===== config.mk =====
export PLATFORM = sky130hd
export DESIGN_NAME = byte_stuffed_frame_receiver
export DESIGN_NICKNAME = d
export VERILOG_FILES = /design/src/rtl/core/bsfr_pkg.sv /design/src/rtl/core/bsfr_parser.sv /design/src/rtl/core/bsfr_out_fifo.sv /design/src/rtl/core/byte_stuffed_frame_receiver.sv
export SDC_FILE = /design/constraint.sdc
export NUM_CORES = 1
export LEC_CHECK = 0
export BUFFER_PORTS_ARGS = -buffer_cell sky130_fd_sc_hd__buf_2
export CORE_MARGIN = 10
export CORE_UTILIZATION = 40
export CTS_CLUSTER_SIZE = 14
export DETAILED_ROUTE_END_ITERATION = 10
export HOLD_SLACK_MARGIN = 0.15
export PLACE_DENSITY_LB_ADDON = 0.05
export SLEW_MARGIN = 20
export SYNTH_ARGS = -nofsm -noshare
export SYNTH_HDL_FRONTEND = slang
export SYNTH_SLANG_ARGS = --single-unit

===== constraint.sdc =====
create_clock -name clock -period 9.5 [get_ports clock]
set_input_delay 0 -clock clock [delete_from_list [all_inputs] [get_ports clock]]
set_output_delay 0 -clock clock [all_outputs]
set_load 0.01 [all_outputs]

===== src/rtl/core/bsfr_pkg.sv =====
// Package for the byte stuffed frame receiver.
// Holds the result and configuration types, result codes and register indexes.
// No dependencies.
`default_nettype none

package bsfr_pkg;

   // Result kinds.
   localparam logic [1:0] KIND_DATA = 2'd0;
   localparam logic [1:0] KIND_GOOD = 2'd1;
   localparam logic [1:0] KIND_ERR  = 2'd2;

   // Error codes.
   localparam logic [2:0] ERR_NONE   = 3'd0;
   localparam logic [2:0] ERR_SYNC2  = 3'd1;
   localparam logic [2:0] ERR_ESCAPE = 3'd2;
   localparam logic [2:0] ERR_CHECK  = 3'd3;
   localparam logic [2:0] ERR_LONG   = 3'd4;

   // Configuration register indexes.
   localparam int unsigned CSR_INDEX_WIDTH = 2;
   localparam logic [CSR_INDEX_WIDTH-1:0] CSR_SYNC_FIRST  = 2'd0;
   localparam logic [CSR_INDEX_WIDTH-1:0] CSR_SYNC_SECOND = 2'd1;
   localparam logic [CSR_INDEX_WIDTH-1:0] CSR_MAX_LENGTH  = 2'd2;

   // Configuration reset values.
   localparam logic [7:0]  SYNC_FIRST_RESET  = 8'hAA;
   localparam logic [7:0]  SYNC_SECOND_RESET = 8'h55;
   localparam logic [15:0] MAX_LENGTH_RESET  = 16'd1024;

   typedef struct packed {
      logic [7:0]  sync_first;
      logic [7:0]  sync_second;
      logic [15:0] max_length;
   } bsfr_cfg_type;

   typedef struct packed {
      logic [1:0]  kind;
      logic [7:0]  payload_byte;
      logic [15:0] byte_index;
      logic [15:0] frame_length;
      logic [2:0]  error_code;
   } bsfr_result_type;

endpackage

`default_nettype wire


===== src/rtl/core/bsfr_parser.sv =====
// Frame parser: per-byte state machine that unstuffs, checks and reports.
// Depends on bsfr_pkg.
`default_nettype none

module bsfr_parser
   import bsfr_pkg::*;
(
   input  wire logic            clock,
   input  wire logic            reset,
   input  wire logic            accept,
   input  wire logic [7:0]      rx_byte,
   input  wire bsfr_cfg_type    cfg,
   output logic                 res_valid,
   output bsfr_result_type      res
);

   typedef enum logic [2:0] {
      PH_HUNT    = 3'd0,
      PH_SYNC2   = 3'd1,
      PH_LEN_LO  = 3'd2,
      PH_LEN_HI  = 3'd3,
      PH_PAYLOAD = 3'd4,
      PH_CHECK   = 3'd5
   } phase_type;

   phase_type   phase_ff, phase_in;
   logic        escape_ff, escape_in;
   logic [15:0] length_ff, length_in;
   logic [15:0] count_ff, count_in;
   logic [7:0]  xor_ff, xor_in;

   logic [15:0] new_length;
   logic [15:0] count_next;
   logic        data_ok;

   assign new_length = {rx_byte, length_ff[7:0]};
   assign count_next = count_ff + 16'd1;

   // Next state and result for the beat at the input.
   always_comb begin
      phase_in  = phase_ff;
      escape_in = escape_ff;
      length_in = length_ff;
      count_in  = count_ff;
      xor_in    = xor_ff;
      res_valid = 1'b0;
      res       = '0;
      data_ok   = 1'b0;
      case (phase_ff)
         PH_SYNC2: begin
            escape_in = 1'b0;
            if (rx_byte != cfg.sync_second) begin
               phase_in       = PH_HUNT;
               res_valid      = 1'b1;
               res.kind       = KIND_ERR;
               res.error_code = ERR_SYNC2;
            end else begin
               phase_in = PH_LEN_LO;
               xor_in   = 8'd0;
            end
         end
         PH_LEN_LO, PH_LEN_HI, PH_PAYLOAD, PH_CHECK: begin
            // A doubled first-sync byte stands for one data byte.
            if (escape_ff) begin
               escape_in = 1'b0;
               if (rx_byte != cfg.sync_first) begin
                  phase_in       = PH_HUNT;
                  res_valid      = 1'b1;
                  res.kind       = KIND_ERR;
                  res.error_code = ERR_ESCAPE;
               end else begin
                  data_ok = 1'b1;
               end
            end else if (rx_byte == cfg.sync_first) begin
               escape_in = 1'b1;
            end else begin
               data_ok = 1'b1;
            end
            if (data_ok) begin
               xor_in = xor_ff ^ rx_byte;
               case (phase_ff)
                  PH_LEN_LO: begin
                     length_in = {8'd0, rx_byte};
                     phase_in  = PH_LEN_HI;
                  end
                  PH_LEN_HI: begin
                     length_in = new_length;
                     if (new_length > cfg.max_length) begin
                        phase_in       = PH_HUNT;
                        escape_in      = 1'b0;
                        res_valid      = 1'b1;
                        res.kind       = KIND_ERR;
                        res.error_code = ERR_LONG;
                     end else begin
                        count_in = 16'd0;
                        phase_in = (new_length == 16'd0) ? PH_CHECK : PH_PAYLOAD;
                     end
                  end
                  PH_PAYLOAD: begin
                     count_in         = count_next;
                     res_valid        = 1'b1;
                     res.kind         = KIND_DATA;
                     res.payload_byte = rx_byte;
                     res.byte_index   = count_ff;
                     if (count_next >= length_ff) begin
                        phase_in = PH_CHECK;
                     end
                  end
                  default: begin
                     // Checksum byte closes the frame.
                     phase_in  = PH_HUNT;
                     res_valid = 1'b1;
                     if (rx_byte != xor_ff) begin
                        escape_in      = 1'b0;
                        res.kind       = KIND_ERR;
                        res.error_code = ERR_CHECK;
                     end else begin
                        res.kind = KIND_GOOD;
                     end
                  end
               endcase
            end
         end
         default: begin
            // Hunting, and any unused phase code.
            if (rx_byte == cfg.sync_first) begin
               phase_in  = PH_SYNC2;
               length_in = 16'd0;
               count_in  = 16'd0;
               xor_in    = 8'd0;
               escape_in = 1'b0;
            end else begin
               phase_in = PH_HUNT;
            end
         end
      endcase
      res.frame_length = length_in;
   end

   // Frame state, updated on each accepted beat.
   always_ff @(posedge clock) begin
      if (reset) begin
         phase_ff  <= PH_HUNT;
         escape_ff <= 1'b0;
         length_ff <= 16'd0;
         count_ff  <= 16'd0;
         xor_ff    <= 8'd0;
      end else if (accept) begin
         phase_ff  <= phase_in;
         escape_ff <= escape_in;
         length_ff <= length_in;
         count_ff  <= count_in;
         xor_ff    <= xor_in;
      end
   end

`ifndef NO_ASSERTIONS
   // An escape can only be pending inside the stuffed part of a frame.
   assert property (@(posedge clock) disable iff (reset)
      escape_ff |-> (phase_ff == PH_LEN_LO || phase_ff == PH_LEN_HI ||
                     phase_ff == PH_PAYLOAD || phase_ff == PH_CHECK))
      else $error("escape pending outside a frame");

   // While payload bytes remain, the index stays below the frame length.
   assert property (@(posedge clock) disable iff (reset)
      (phase_ff == PH_PAYLOAD) |-> (count_ff < length_ff))
      else $error("payload index reached frame length");

   // Every frame end sends the parser back to hunting.
   assert property (@(posedge clock) disable iff (reset)
      (accept && res_valid && res.kind != KIND_DATA) |=> (phase_ff == PH_HUNT))
      else $error("parser did not return to hunting after frame end");
`endif

endmodule

`default_nettype wire


===== src/rtl/core/bsfr_out_fifo.sv =====
// Two-entry result buffer between the parser and the result channel.
// Depends on bsfr_pkg.
`default_nettype none

module bsfr_out_fifo
   import bsfr_pkg::*;
(
   input  wire logic            clock,
   input  wire logic            reset,
   input  wire logic            wr_en,
   input  wire bsfr_result_type wr_data,
   output logic                 full,
   output logic                 rd_valid,
   input  wire logic            rd_stall,
   output bsfr_result_type      rd_data
);

   bsfr_result_type entries_ff [2];
   logic            wr_ptr_ff;
   logic            rd_ptr_ff;
   logic [1:0]      count_ff, count_in;
   logic            rd_en;

   assign full     = (count_ff == 2'd2);
   assign rd_valid = (count_ff != 2'd0);
   assign rd_en    = rd_valid && !rd_stall;
   assign rd_data  = entries_ff[rd_ptr_ff];

   always_comb begin
      count_in = count_ff;
      if (wr_en && !rd_en) begin
         count_in = count_ff + 2'd1;
      end else if (!wr_en && rd_en) begin
         count_in = count_ff - 2'd1;
      end
   end

   // Pointers and fill count.
   always_ff @(posedge clock) begin
      if (reset) begin
         wr_ptr_ff <= 1'b0;
         rd_ptr_ff <= 1'b0;
         count_ff  <= 2'd0;
      end else begin
         count_ff <= count_in;
         if (wr_en) begin
            wr_ptr_ff <= !wr_ptr_ff;
         end
         if (rd_en) begin
            rd_ptr_ff <= !rd_ptr_ff;
         end
      end
   end

   // Result storage.
   always_ff @(posedge clock) begin
      if (wr_en) begin
         entries_ff[wr_ptr_ff] <= wr_data;
      end
   end

`ifndef NO_ASSERTIONS
   // The parser never writes into a full buffer.
   assert property (@(posedge clock) disable iff (reset)
      full |-> !wr_en)
      else $error("write into full result buffer");

   // The fill count never exceeds the two entries.
   assert property (@(posedge clock) disable iff (reset)
      count_ff != 2'd3)
      else $error("result buffer count out of range");

   // Pointers differ exactly when one entry is held.
   assert property (@(posedge clock) disable iff (reset)
      (wr_ptr_ff != rd_ptr_ff) == (count_ff == 2'd1))
      else $error("result buffer pointers disagree with count");
`endif

endmodule

`default_nettype wire


===== src/rtl/core/byte_stuffed_frame_receiver.sv =====
// Byte stuffed frame receiver, top level.
// Instantiates bsfr_parser and bsfr_out_fifo; holds the configuration registers.
// Depends on bsfr_pkg.
//
// Takes one received byte per beat and can accept one in every cycle while
// the two-entry result buffer is not full. A result is written into that
// buffer when its byte is accepted; the buffer decouples the channels and
// feeds the rsp_ channel. The frame state is updated on each accepted byte.
// req_stall rises only when both entries are held because the result side is
// stalled. Configuration writes take effect from the next accepted byte on.
`default_nettype none

module byte_stuffed_frame_receiver
   import bsfr_pkg::*;
(
   input  wire logic                       clock,
   input  wire logic                       reset,
   input  wire logic                       req_valid,
   output logic                            req_stall,
   input  wire logic [7:0]                 req_rx_byte,
   output logic                            rsp_valid,
   input  wire logic                       rsp_stall,
   output logic [1:0]                      rsp_kind,
   output logic [7:0]                      rsp_payload_byte,
   output logic [15:0]                     rsp_byte_index,
   output logic [15:0]                     rsp_frame_length,
   output logic [2:0]                      rsp_error_code,
   input  wire logic                       csr_write,
   input  wire logic [CSR_INDEX_WIDTH-1:0] csr_index,
   input  wire logic [15:0]                csr_data
);

   bsfr_cfg_type    cfg_ff;
   bsfr_result_type res;
   bsfr_result_type out_data;
   logic            res_valid;
   logic            accept;
   logic            fifo_full;

   // Configuration registers.
   always_ff @(posedge clock) begin
      if (reset) begin
         cfg_ff.sync_first  <= SYNC_FIRST_RESET;
         cfg_ff.sync_second <= SYNC_SECOND_RESET;
         cfg_ff.max_length  <= MAX_LENGTH_RESET;
      end else if (csr_write) begin
         case (csr_index)
            CSR_SYNC_FIRST:  cfg_ff.sync_first  <= csr_data[7:0];
            CSR_SYNC_SECOND: cfg_ff.sync_second <= csr_data[7:0];
            CSR_MAX_LENGTH:  cfg_ff.max_length  <= csr_data;
            default: ;
         endcase
      end
   end

   assign req_stall = fifo_full;
   assign accept    = req_valid && !fifo_full;

   bsfr_parser u_parser (
      .clock     (clock),
      .reset     (reset),
      .accept    (accept),
      .rx_byte   (req_rx_byte),
      .cfg       (cfg_ff),
      .res_valid (res_valid),
      .res       (res)
   );

   bsfr_out_fifo u_out_fifo (
      .clock    (clock),
      .reset    (reset),
      .wr_en    (accept && res_valid),
      .wr_data  (res),
      .full     (fifo_full),
      .rd_valid (rsp_valid),
      .rd_stall (rsp_stall),
      .rd_data  (out_data)
   );

   assign rsp_kind         = out_data.kind;
   assign rsp_payload_byte = out_data.payload_byte;
   assign rsp_byte_index   = out_data.byte_index;
   assign rsp_frame_length = out_data.frame_length;
   assign rsp_error_code   = out_data.error_code;

endmodule

`default_nettype wire


Word level (Yosys, flattened, before mapping)
Memories as Yosys holds them, arrays and structs flattened. A register that Yosys moved wholly into a read port is not among the register bits.
Index checks and enable logic that the tools add are counted.

word-level totals
  flip-flop bits (word level) = 80
  RAM bits = 90
  input port bits = 31
  output and inout port bits = 47
  memories = 1

memories
  name                   depth  width  rd ports  clocked after memory_dff  wr ports  line                 text
  u_out_fifo.entries_ff  2      45     1         1                         1         bsfr_out_fifo.sv:18  bsfr_result_type entries_ff [2];

operators by class
  add/subtract/negate cells = 3
  order comparisons = 2
  equal/unequal tests = 16
  multiplexer cells = 66
  bitwise logic cells = 2
  reduce and logical (&&, ||, !) cells = 25

operators by type and width
  operator                 number
  $pmux W16 S2             4
  $mux W16                 5
  $mux W24                 2
  $mux W3                  9
  $mux W26                 1
  $mux W8                  3
  $ne A8 B8 Y1             3
  $mux W1                  22
  $mux W2                  9
  $pmux W3 S2              3
  $add A16 B1 Y16 const B  1
  $ge A16 B16 Y1           1
  $gt A16 B16 Y1           1
  $logic_not A16 Y1        1
  $pmux W8 S2              1
  $pmux W3 S3              1
  $eq A8 B8 Y1             1
  $pmux W1 S2              4
  $reduce_and A2 Y1        4
  $xor A8 B8 Y8            1
  $eq A3 B2 Y1 const B     2
  $eq A3 B3 Y1 const B     2
  $logic_not A1 Y1         6
  $pmux W2 S3              1
  19 further kinds         26

Depth between registers and ports, before layout
Gate-level depths: netlist of run 1.

  depth after elaboration = 12
  mapped depth = 13

Hierarchy
From an unflattened synthesis of run 1, not the netlist that was laid out.

second synthesis, totals
  cells, all modules = 833
  area total of the unflattened synthesis = 8,914.8 um2

by module, submodules not included
  module                       instances  cells each  area an instance (um2)  seq. area each (um2)
  bsfr_parser                  1          533         4,058.9                 880.8
  bsfr_out_fifo                1          162         3,458.3                 2,802.7
  byte_stuffed_frame_receiver  1          138         1,397.6                 640.6

Worst setup path after synthesis of run 1
No wires, ideal clock.

  kind = register to register
  start = register cfg_ff[25] in the netlist's numbering
  end = memory u_out_fifo.entries_ff[0][0] in the netlist's numbering (enable)
  arrival time = 4.194 ns
  path slack = 4.853 ns
  stages on the path, launching flop included = 11
  clock period less this slack = 4.647 ns
  cell sequence = dfxtp_1 xor2_1 nor4_2 nand2_2 ha_1 buf_2 nor2_1 nor2_1 o21ai_0 a31oi_2 nor2b_1

between the ends
  longest elaborated chain between the ends = 10

ends and longest elaborated chain
  item                             line                               text
  start: declaration               byte_stuffed_frame_receiver.sv:33  bsfr_cfg_type cfg_ff;
  $ne A8 B8 Y1                     bsfr_parser.sv:66                  if (rx_byte != cfg.sync_first) begin
  $mux W1                          bsfr_parser.sv:66
  $mux W1                          bsfr_parser.sv:64                  if (escape_ff) begin
  $mux W1                          bsfr_parser.sv:88                  if (new_length > cfg.max_length) begin
  $pmux W1 S2                      bsfr_parser.sv:81                  case (phase_ff)
  $mux W1 *                        bsfr_parser.sv:79                  if (data_ok) begin
  $pmux W1 S2 *                    bsfr_parser.sv:49                  case (phase_ff)
  $logic_and A1 B1 Y1 *            byte_stuffed_frame_receiver.sv:72  .wr_en (accept && res_valid),
  net u_out_fifo.wr_en             bsfr_out_fifo.sv:10                input wire logic wr_en,
  $mux W1 *                        bsfr_out_fifo.sv:57                if (wr_en) begin
  $mux W1 (not written as such) *  bsfr_out_fifo.sv:58                entries_ff[wr_ptr_ff] <= wr_data;
  end: declaration                 bsfr_out_fifo.sv:18

The timed path passes the listed nets; every way through them passes the cells marked *. The select of a mux whose other input is x is not followed.

Final worst setup path of run 1
  start = input req_rx_byte[1]
  end = register u_parser.count_ff[10]

between the ends
  longest elaborated chain between the ends = 6

ends and longest elaborated chain
  item                                                    line                               text
  start: declaration                                      byte_stuffed_frame_receiver.sv:20  input wire logic [7:0] req_rx_byte,
  branches (longest 5 deep; another with $gt A16 B16 Y1)  -
  $reduce_and A6 Y1 (no source line) *                    -
  end signal: assignment                                  bsfr_parser.sv:152                 count_ff <= count_in;
  end: declaration                                        bsfr_parser.sv:29                  logic [15:0] count_ff, count_in;

Mark *: on every way between the ends. The select of a mux whose other input is x is not followed.
A chain may end at the register's enable or synchronous reset.

==> results of run 1 <==
==> worst max-delay path: cells and delay by family <==
family,cells,cell delay [ns]
AND/OR/NAND/NOR,6,2.24
buffers and inverters,3,1.16
AO/OA/AOI/OAI,2,0.34
XOR/XNOR,1,0.14
adder cells (fa/ha/maj),1,0.36
==> flip-flops by register name, indices dropped and copies added, names as in the netlist, named ones only <==
| register | count |
|---|---|
| u_parser.xor_ff | 8 |
| u_out_fifo.count_ff | 2 |
| cfg_ff | 32 |
| u_parser.phase_ff | 3 |
| u_out_fifo.wr_ptr_ff | 1 |
| u_out_fifo.rd_ptr_ff | 1 |
| u_parser.escape_ff | 1 |
| u_parser.count_ff | 16 |
| u_parser.length_ff | 16 |
| u_out_fifo.entries_ff | 90 |
==> final cells by class <==
| class | count | area (sq um) | share of cell area |
|---|---|---|---|
| Clock buffer | 18 | 429.2 | 0.04247 |
| Inverter | 45 | 168.9 | 0.01672 |
| Multi-Input combinational cell | 551 | 3904 | 0.3863 |
| Tap cell | 275 | 344.1 | 0.03405 |
| Clock inverter | 14 | 145.1 | 0.01436 |
| Timing Repair Buffer | 119 | 785.8 | 0.07776 |
| Sequential cell | 171 | 4328 | 0.4283 |
==> kinds of logic (layout without fill, tap and decap cells) <==
family | Yosys count | count (layout)
simple gates | 261 | 261
flops | 171 | 171
compound gates | 162 | 162
buf+inv | 95 | 196
mux | 54 | 54
xor+xnor | 38 | 38
fa+ha+maj | 36 | 36
==> how the worst max path moves through the flow <==
stage                                 start                                     end  slack, ns  cells after the start
floorplan           cfg_ff[25]$_SDFFE_PP1P_   u_out_fifo.entries_ff[0][0]$_DFFE_PP_       4.85                     10
global placement    cfg_ff[25]$_SDFFE_PP1P_   u_out_fifo.entries_ff[1][7]$_DFFE_PP_       5.58                     10
detailed placement  cfg_ff[25]$_SDFFE_PP1P_   u_out_fifo.entries_ff[1][7]$_DFFE_PP_       5.38                     10
CTS                          req_rx_byte[1]  u_out_fifo.entries_ff[1][10]$_DFFE_PP_       5.30                     12
global route                 req_rx_byte[6]      u_parser.count_ff[10]$_SDFFE_PP0P_       5.13                     13
finish                       req_rx_byte[1]      u_parser.count_ff[10]$_SDFFE_PP0P_       5.52                     13
==> synth_stat cells, drive strengths merged, types with 5 or more instances <==
library cell	number
a21oi	59
a22o	16
a31oi	6
a32o	16
and2	5
and3	28
buf	26
clkbuf	23
dfxtp	81
edfxtp	90
ha	36
inv	45
mux2	46
mux2i	8
nand2	79
nand2b	9
nand3	17
nand4	18
nand4b	8
nor2	43
nor2b	8
nor3	13
nor4	12
o21ai	25
o32ai	6
or2	8
xnor2	15
xor2	23
==> timing repair <==
action / 4_1_cts / 5_1_grt
setup endpoints to repair: 0 / 0
setup buffers: 0 / 0
hold buffers: 34 / 0
hold endpoints to repair: 58 / 0
gates resized for setup: 0 / 0
==> power groups by stage <==
stage	clock [uW]	sequential [uW]	combinational [uW]
global placement	0	858	266
floorplan	0	828	198
detailed placement	0	860	268
global route	729	851	300
finish	689	842	271
CTS	701	844	280
==> layer usage <==
metal,vias up,global-route usage,wire length [um],part of all wire
met4,0,0.05727,453,0.020
met2,208,0.2793,11310,0.49
met3,29,0.03083,1143,0.050
li1,3185,-,-,-
met1,3171,0.2029,10050,0.44
met5,-,0,0,0
==> stage by stage <==
stage / area (sq um) / power (uW) / std cells / utilization / hold slack [ns]
global placement: 9186 / 1124 / 1127 / 0.4356 / 0.2449
finish: 10100 / 1803 / 1193 / 0.4792 / 0.1781
floorplan: 8626 / 1026 / 817 / - / 0.1242
CTS: 10100 / 1825 / 1193 / 0.4790 / 0.1540
detailed placement: 9186 / 1128 / 1127 / 0.4356 / 0.2367
global route: 10100 / 1880 / 1193 / 0.4792 / 0.1877
==> results.sh, run 1 <==
export IMPL_async_flop_share=0
export IMPL_ys_seq_area_frac=0.5013
export IMPL_die_h_um=166.9
export IMPL_crit_chain="dlygate4sd3_1, buf_2, xor2_1, nor4_2, nand2_2, ha_1, buf_4, nand2_1, nor3_2, a21oi_1, and2_1, nor2_2, a311oi_1"
export IMPL_netSwitchingPower_uw=479.4
export IMPL_vias=6593
export IMPL_fp_dieW_um=166.9
export IMPL_hp_class="primary input to flip-flop"
export IMPL_timing_final_hold_violations=0
export IMPL_yosys_area_share_simple=0.1585
export IMPL_r2r_cells=11
export IMPL_ctsRootBufferMaster="clkbuf_16"
export IMPL_grt_pass1_vias=6816
export IMPL_syn_nets=884
export IMPL_slew_headroom=0.4089
export IMPL_muxShareOfSynthArea=0.06934
export IMPL_crit_arrival_ns=4.25
export IMPL_ys_seq_elements=171
export IMPL_power_leakage_uw=0.003827
export IMPL_drtPass1Iterations=5
export IMPL_grt_max_degree=59
export IMPL_nets=972
export IMPL_wire_per_inst_um=19.24
export IMPL_cts_buffers=17
export IMPL_yosysWarnings=0
export IMPL_ant_nets=0
export IMPL_end_kind="flip-flop"
export IMPL_peakVddDrop_mv=0.1205
export IMPL_dieArea_sq_um=27840
export IMPL_p_comb_frac=0.150
export IMPL_p_seq_frac=0.467
export IMPL_start_util=0.4090
export IMPL_grtUsageTotal=0.1641
export IMPL_area_delta_synth_final_pct=17.15
export IMPL_slowest_delay_ns=0.60
export IMPL_wl_um=22960
export IMPL_synth_area_sq_um=8626
export IMPL_cts_tree="yes"
export IMPL_synth_area_leaders="edfxtp_1 31%, dfxtp_1 19%, mux2_2 6.0%"
export IMPL_synth_cells=817
export IMPL_portBuffers=77
export IMPL_drc=0
export IMPL_grt_overflow_total=0
export IMPL_rsz0062_at_grt="false"
export IMPL_fillers=1954
export IMPL_fin_ws_ns=5.522
export IMPL_swShare=0.2659
export IMPL_gp_congestion=0.8512
export IMPL_synth_ff_type="edfxtp_1"
export IMPL_layout_drive_gt1_share=0.2092
export IMPL_clkPwrFrac=0.382
export IMPL_setup_tns_ns=0
export IMPL_synth_xor_area_frac=0.03858
export IMPL_maxCapViolations=0
export IMPL_period_share=0.4188
export IMPL_critPathMaxFanout=38
export IMPL_setup_viol=0
export IMPL_clk_latency_ns=0.43
export IMPL_synthAdderAreaFrac=0.05222
export IMPL_synth_distinct_cells=70
export IMPL_synth_largest_area_cell="edfxtp_1"
export IMPL_cts_htree_levels=4
export IMPL_drt_iter0_drc=336
export IMPL_clock_skew_ns=0.01374
export IMPL_crit_path_start_kind="primary input"
export IMPL_worstHoldPathCells=4
export IMPL_worstHoldStart="req_valid"
export IMPL_dpl_worst_slack_ns=5.375
export IMPL_status="complete, no violations"
export IMPL_viasPerCell=5.526
export IMPL_synth_area_per_cell_sq_um=10.56
export IMPL_coreArea_sq_um=21090
export IMPL_antenna_found_initial=0
export IMPL_final_cell_mix="90 x edfxtp_1, 80 x dfxtp_1, 78 x nand2_1"
export IMPL_r2r_slack_ns=5.58
export IMPL_synth_top_area_frac=0.3133
export IMPL_synth_edf_count=90
export IMPL_clockBufferDepth=2
export IMPL_period_minus_slack_ns=3.978
export IMPL_grt_pass1_wl_um=37230
export IMPL_path_class="primary input to flip-flop"
export IMPL_max_clock_freq_mhz=251.4
export IMPL_powerDensity_nw_per_um2=178.4
export IMPL_synth_compound_area_frac=0.1321
export IMPL_slew_violations=0
export IMPL_critPathRequiredTime_ns=9.77
export IMPL_place_hpwl_um=15680
export IMPL_final_common_cell="edfxtp_1"
export IMPL_whs_endpoint="u_parser.count_ff[0]$_SDFFE_PP0P_"
export IMPL_ios=78
export IMPL_tightest_slew_ns=0.8837
export IMPL_r2r_start="cfg_ff[25]$_SDFFE_PP1P_"
export IMPL_path_clk_slew_ns=0.07
export IMPL_antenna_diode_count=0
export IMPL_cts_sinks=171
export IMPL_num_rows=53
export IMPL_intPower_uw=1323
export IMPL_r2r_end="u_parser.count_ff[10]$_SDFFE_PP0P_"
export IMPL_slowest_stage="nor4_2"
export IMPL_synth_top_family_by_area="simple AND/OR/NAND/NOR gates"
No activity file was read; power rests on OpenSTA's default activity.
==> inputs of run 2 (changes only) <==
- clock period: 9.5 -> 4 ns (I/O delays scaled with it)
==> results.sh, run 2 (synthesized netlist as in run 1, its figures left out) <==
export IMPL_slew_violations=0
export IMPL_r2r_cells=10
export IMPL_critPathMaxFanout=40
export IMPL_worstHoldPathCells=4
export IMPL_wl_um=22920
export IMPL_slowest_stage="nor4_1"
export IMPL_clockBufferDepth=2
export IMPL_area_delta_synth_final_pct=18.76
export IMPL_r2r_end="u_parser.count_ff[9]$_SDFFE_PP0P_"
export IMPL_r2r_slack_ns=0.46
export IMPL_dieArea_sq_um=27840
export IMPL_largestRegisters="u_out_fifo.entries_ff (90), cfg_ff (32)"
export IMPL_drt_iter0_drc=385
export IMPL_r2r_start="cfg_ff[25]$_SDFFE_PP1P_"
export IMPL_clock_skew_ns=0.01010
export IMPL_fillers=1959
export IMPL_gp_congestion=0.9397
export IMPL_clk_latency_ns=0.43
export IMPL_status="complete, no violations"
export IMPL_period_minus_slack_ns=3.584
export IMPL_final_common_cell="edfxtp_1"
export IMPL_slew_headroom=0.3713
export IMPL_ant_nets=0
export IMPL_fp_dieW_um=166.9
export IMPL_hp_class="primary input to flip-flop"
export IMPL_end_kind="flip-flop"
export IMPL_path_clk_slew_ns=0.06
export IMPL_largest_register="u_out_fifo.entries_ff"
export IMPL_largest_reg_flops=90
export IMPL_path_class="primary input to flip-flop"
export IMPL_period_share=0.8959
export IMPL_coreArea_sq_um=21090
export IMPL_layout_drive_gt1_share=0.2194
export IMPL_final_cell_mix="90 x edfxtp_1, 80 x dfxtp_1, 78 x nand2_1"
export IMPL_power_leakage_uw=0.003892
export IMPL_nets=984
export IMPL_ctsRootBufferMaster="clkbuf_16"
export IMPL_tightest_slew_ns=0.9364
export IMPL_setup_viol=0
export IMPL_worstHoldStart="req_valid"
export IMPL_timing_final_hold_violations=0
export IMPL_crit_buf_inv=4
export IMPL_peakVddDrop_mv=0.2766
export IMPL_antenna_diode_count=0
export IMPL_whs_endpoint="u_parser.count_ff[0]$_SDFFE_PP0P_"
export IMPL_portBuffers=77
export IMPL_antenna_found_initial=0
export IMPL_hold_buffers=36
export IMPL_num_rows=53
export IMPL_cts_resized=0
export IMPL_vias=6639
export IMPL_cts_sinks=171
export IMPL_die_h_um=166.9
export IMPL_max_clock_freq_mhz=279.0
export IMPL_maxCapViolations=0
export IMPL_start_util=0.4090
export IMPL_crit_family="simple AND/OR/NAND/NOR gates"
export IMPL_fin_util=0.4858
export IMPL_ios=78
export IMPL_cts_htree_levels=4
export IMPL_grt_pass1_vias=6762
export IMPL_cts_tree="yes"
export IMPL_cts_buffers=17
export IMPL_critPathRequiredTime_ns=4.11
export IMPL_crit_chain="dlygate4sd3_1, buf_2, buf_4, ha_1, nand4_1, nor4_1, a21boi_0, o31ai_1, a31oi_2, and2_2, buf_12"
export IMPL_wire_per_inst_um=19.02
export IMPL_grt_pass1_wl_um=36650
export IMPL_powerDensity_nw_per_um2=421.8
export IMPL_slowest_delay_ns=0.60
export IMPL_drc=0
export IMPL_grt_max_degree=58
export IMPL_place_hpwl_um=16050
export IMPL_crit_arrival_ns=3.70
export IMPL_rsz0062_at_grt="false"
export IMPL_grtUsageTotal=0.1625
export IMPL_setup_tns_ns=0
export IMPL_grt_overflow_total=0
export IMPL_cts_setup_buffers=0
export IMPL_drtPass1Iterations=5
export IMPL_crit_path_start_kind="primary input"
export IMPL_viasPerCell=5.510
==> run 2: cell types whose count changed in the layout (fill, tap and decap cells not counted), sizes merged <==
| cell | change |
|---|---|
| buf | +10 |
| clkinv | -5 |
| clkinvlp | +2 |
| clkbuf | +3 |
| dlygate4sd3 | +2 |
==> run 2: how the worst max path moves through the flow <==
stage                       startpoint                               endpoint  depth (start not counted)
2_1_floorplan  cfg_ff[25]$_SDFFE_PP1P_  u_out_fifo.entries_ff[0][0]$_DFFE_PP_                         10
3_3_place_gp   cfg_ff[25]$_SDFFE_PP1P_     u_parser.count_ff[10]$_SDFFE_PP0P_                         10
3_5_place_dp   cfg_ff[25]$_SDFFE_PP1P_     u_parser.count_ff[10]$_SDFFE_PP0P_                         10
4_1_cts        cfg_ff[25]$_SDFFE_PP1P_      u_parser.count_ff[9]$_SDFFE_PP0P_                         10
5_1_grt        cfg_ff[25]$_SDFFE_PP1P_     u_parser.count_ff[10]$_SDFFE_PP0P_                         10
6_report                req_rx_byte[7]  u_out_fifo.entries_ff[1][8]$_DFFE_PP_                         11
==> run 2: final cells by class <==
type,instances,area [sq um],share of cell area
clock buffers,21,460.4,0.04495
inverters,45,168.9,0.01649
multi-input cells,551,3902,0.3810
flip-flops and latches,171,4328,0.4225
clock inverters,11,133.9,0.01307
well taps,275,344.1,0.03359
repair buffers,131,905.9,0.08843
==> run 2: metrics by stage <==
stage	cells	hold WS (ns)	worst slack, ns	total power [uW]	instance area [sq um]
3_3_place_gp	1137	0.2395	0.5346	2687	9286
4_1_cts	1205	0.1663	0.4426	4389	10240
5_1_grt	1205	0.2124	0.1703	4516	10240
2_1_floorplan	817	0.1242	0.1998	2436	8628
6_report	1205	0.1830	0.4163	4321	10240
3_5_place_dp	1137	0.2436	0.4653	2697	9286
==> run 2: power breakdown <==
part,internal (uW),switching [uW],leakage (uW)
Clock,962,693,0.000276
Combinational,327,339,0.00209
Sequential,1910,93.2,0.00152
Total,3200,1120,0.00389
==> run 2: worst register-to-register path, stage by stage, from the launching register on <==
cell      delay (ns)
dfxtp_1         0.32
xor2_1          0.16
nor4_2          0.59
nand2_2         0.26
ha_1            0.40
buf_4           0.34
and4_1          0.42
a21oi_1         0.09
and2_1          0.26
nor2_2          0.40
a311oi_1        0.16
==> run 2: metal layers <==
metal | wire length, um | global-route usage | up-vias
li1 | - | - | 3194
met1 | 9955 | 0.1965 | 3218
met2 | 11370 | 0.2758 | 190
met3 | 987 | 0.03413 | 37
met4 | 602 | 0.06415 | 0
met5 | 0 | 0 | -
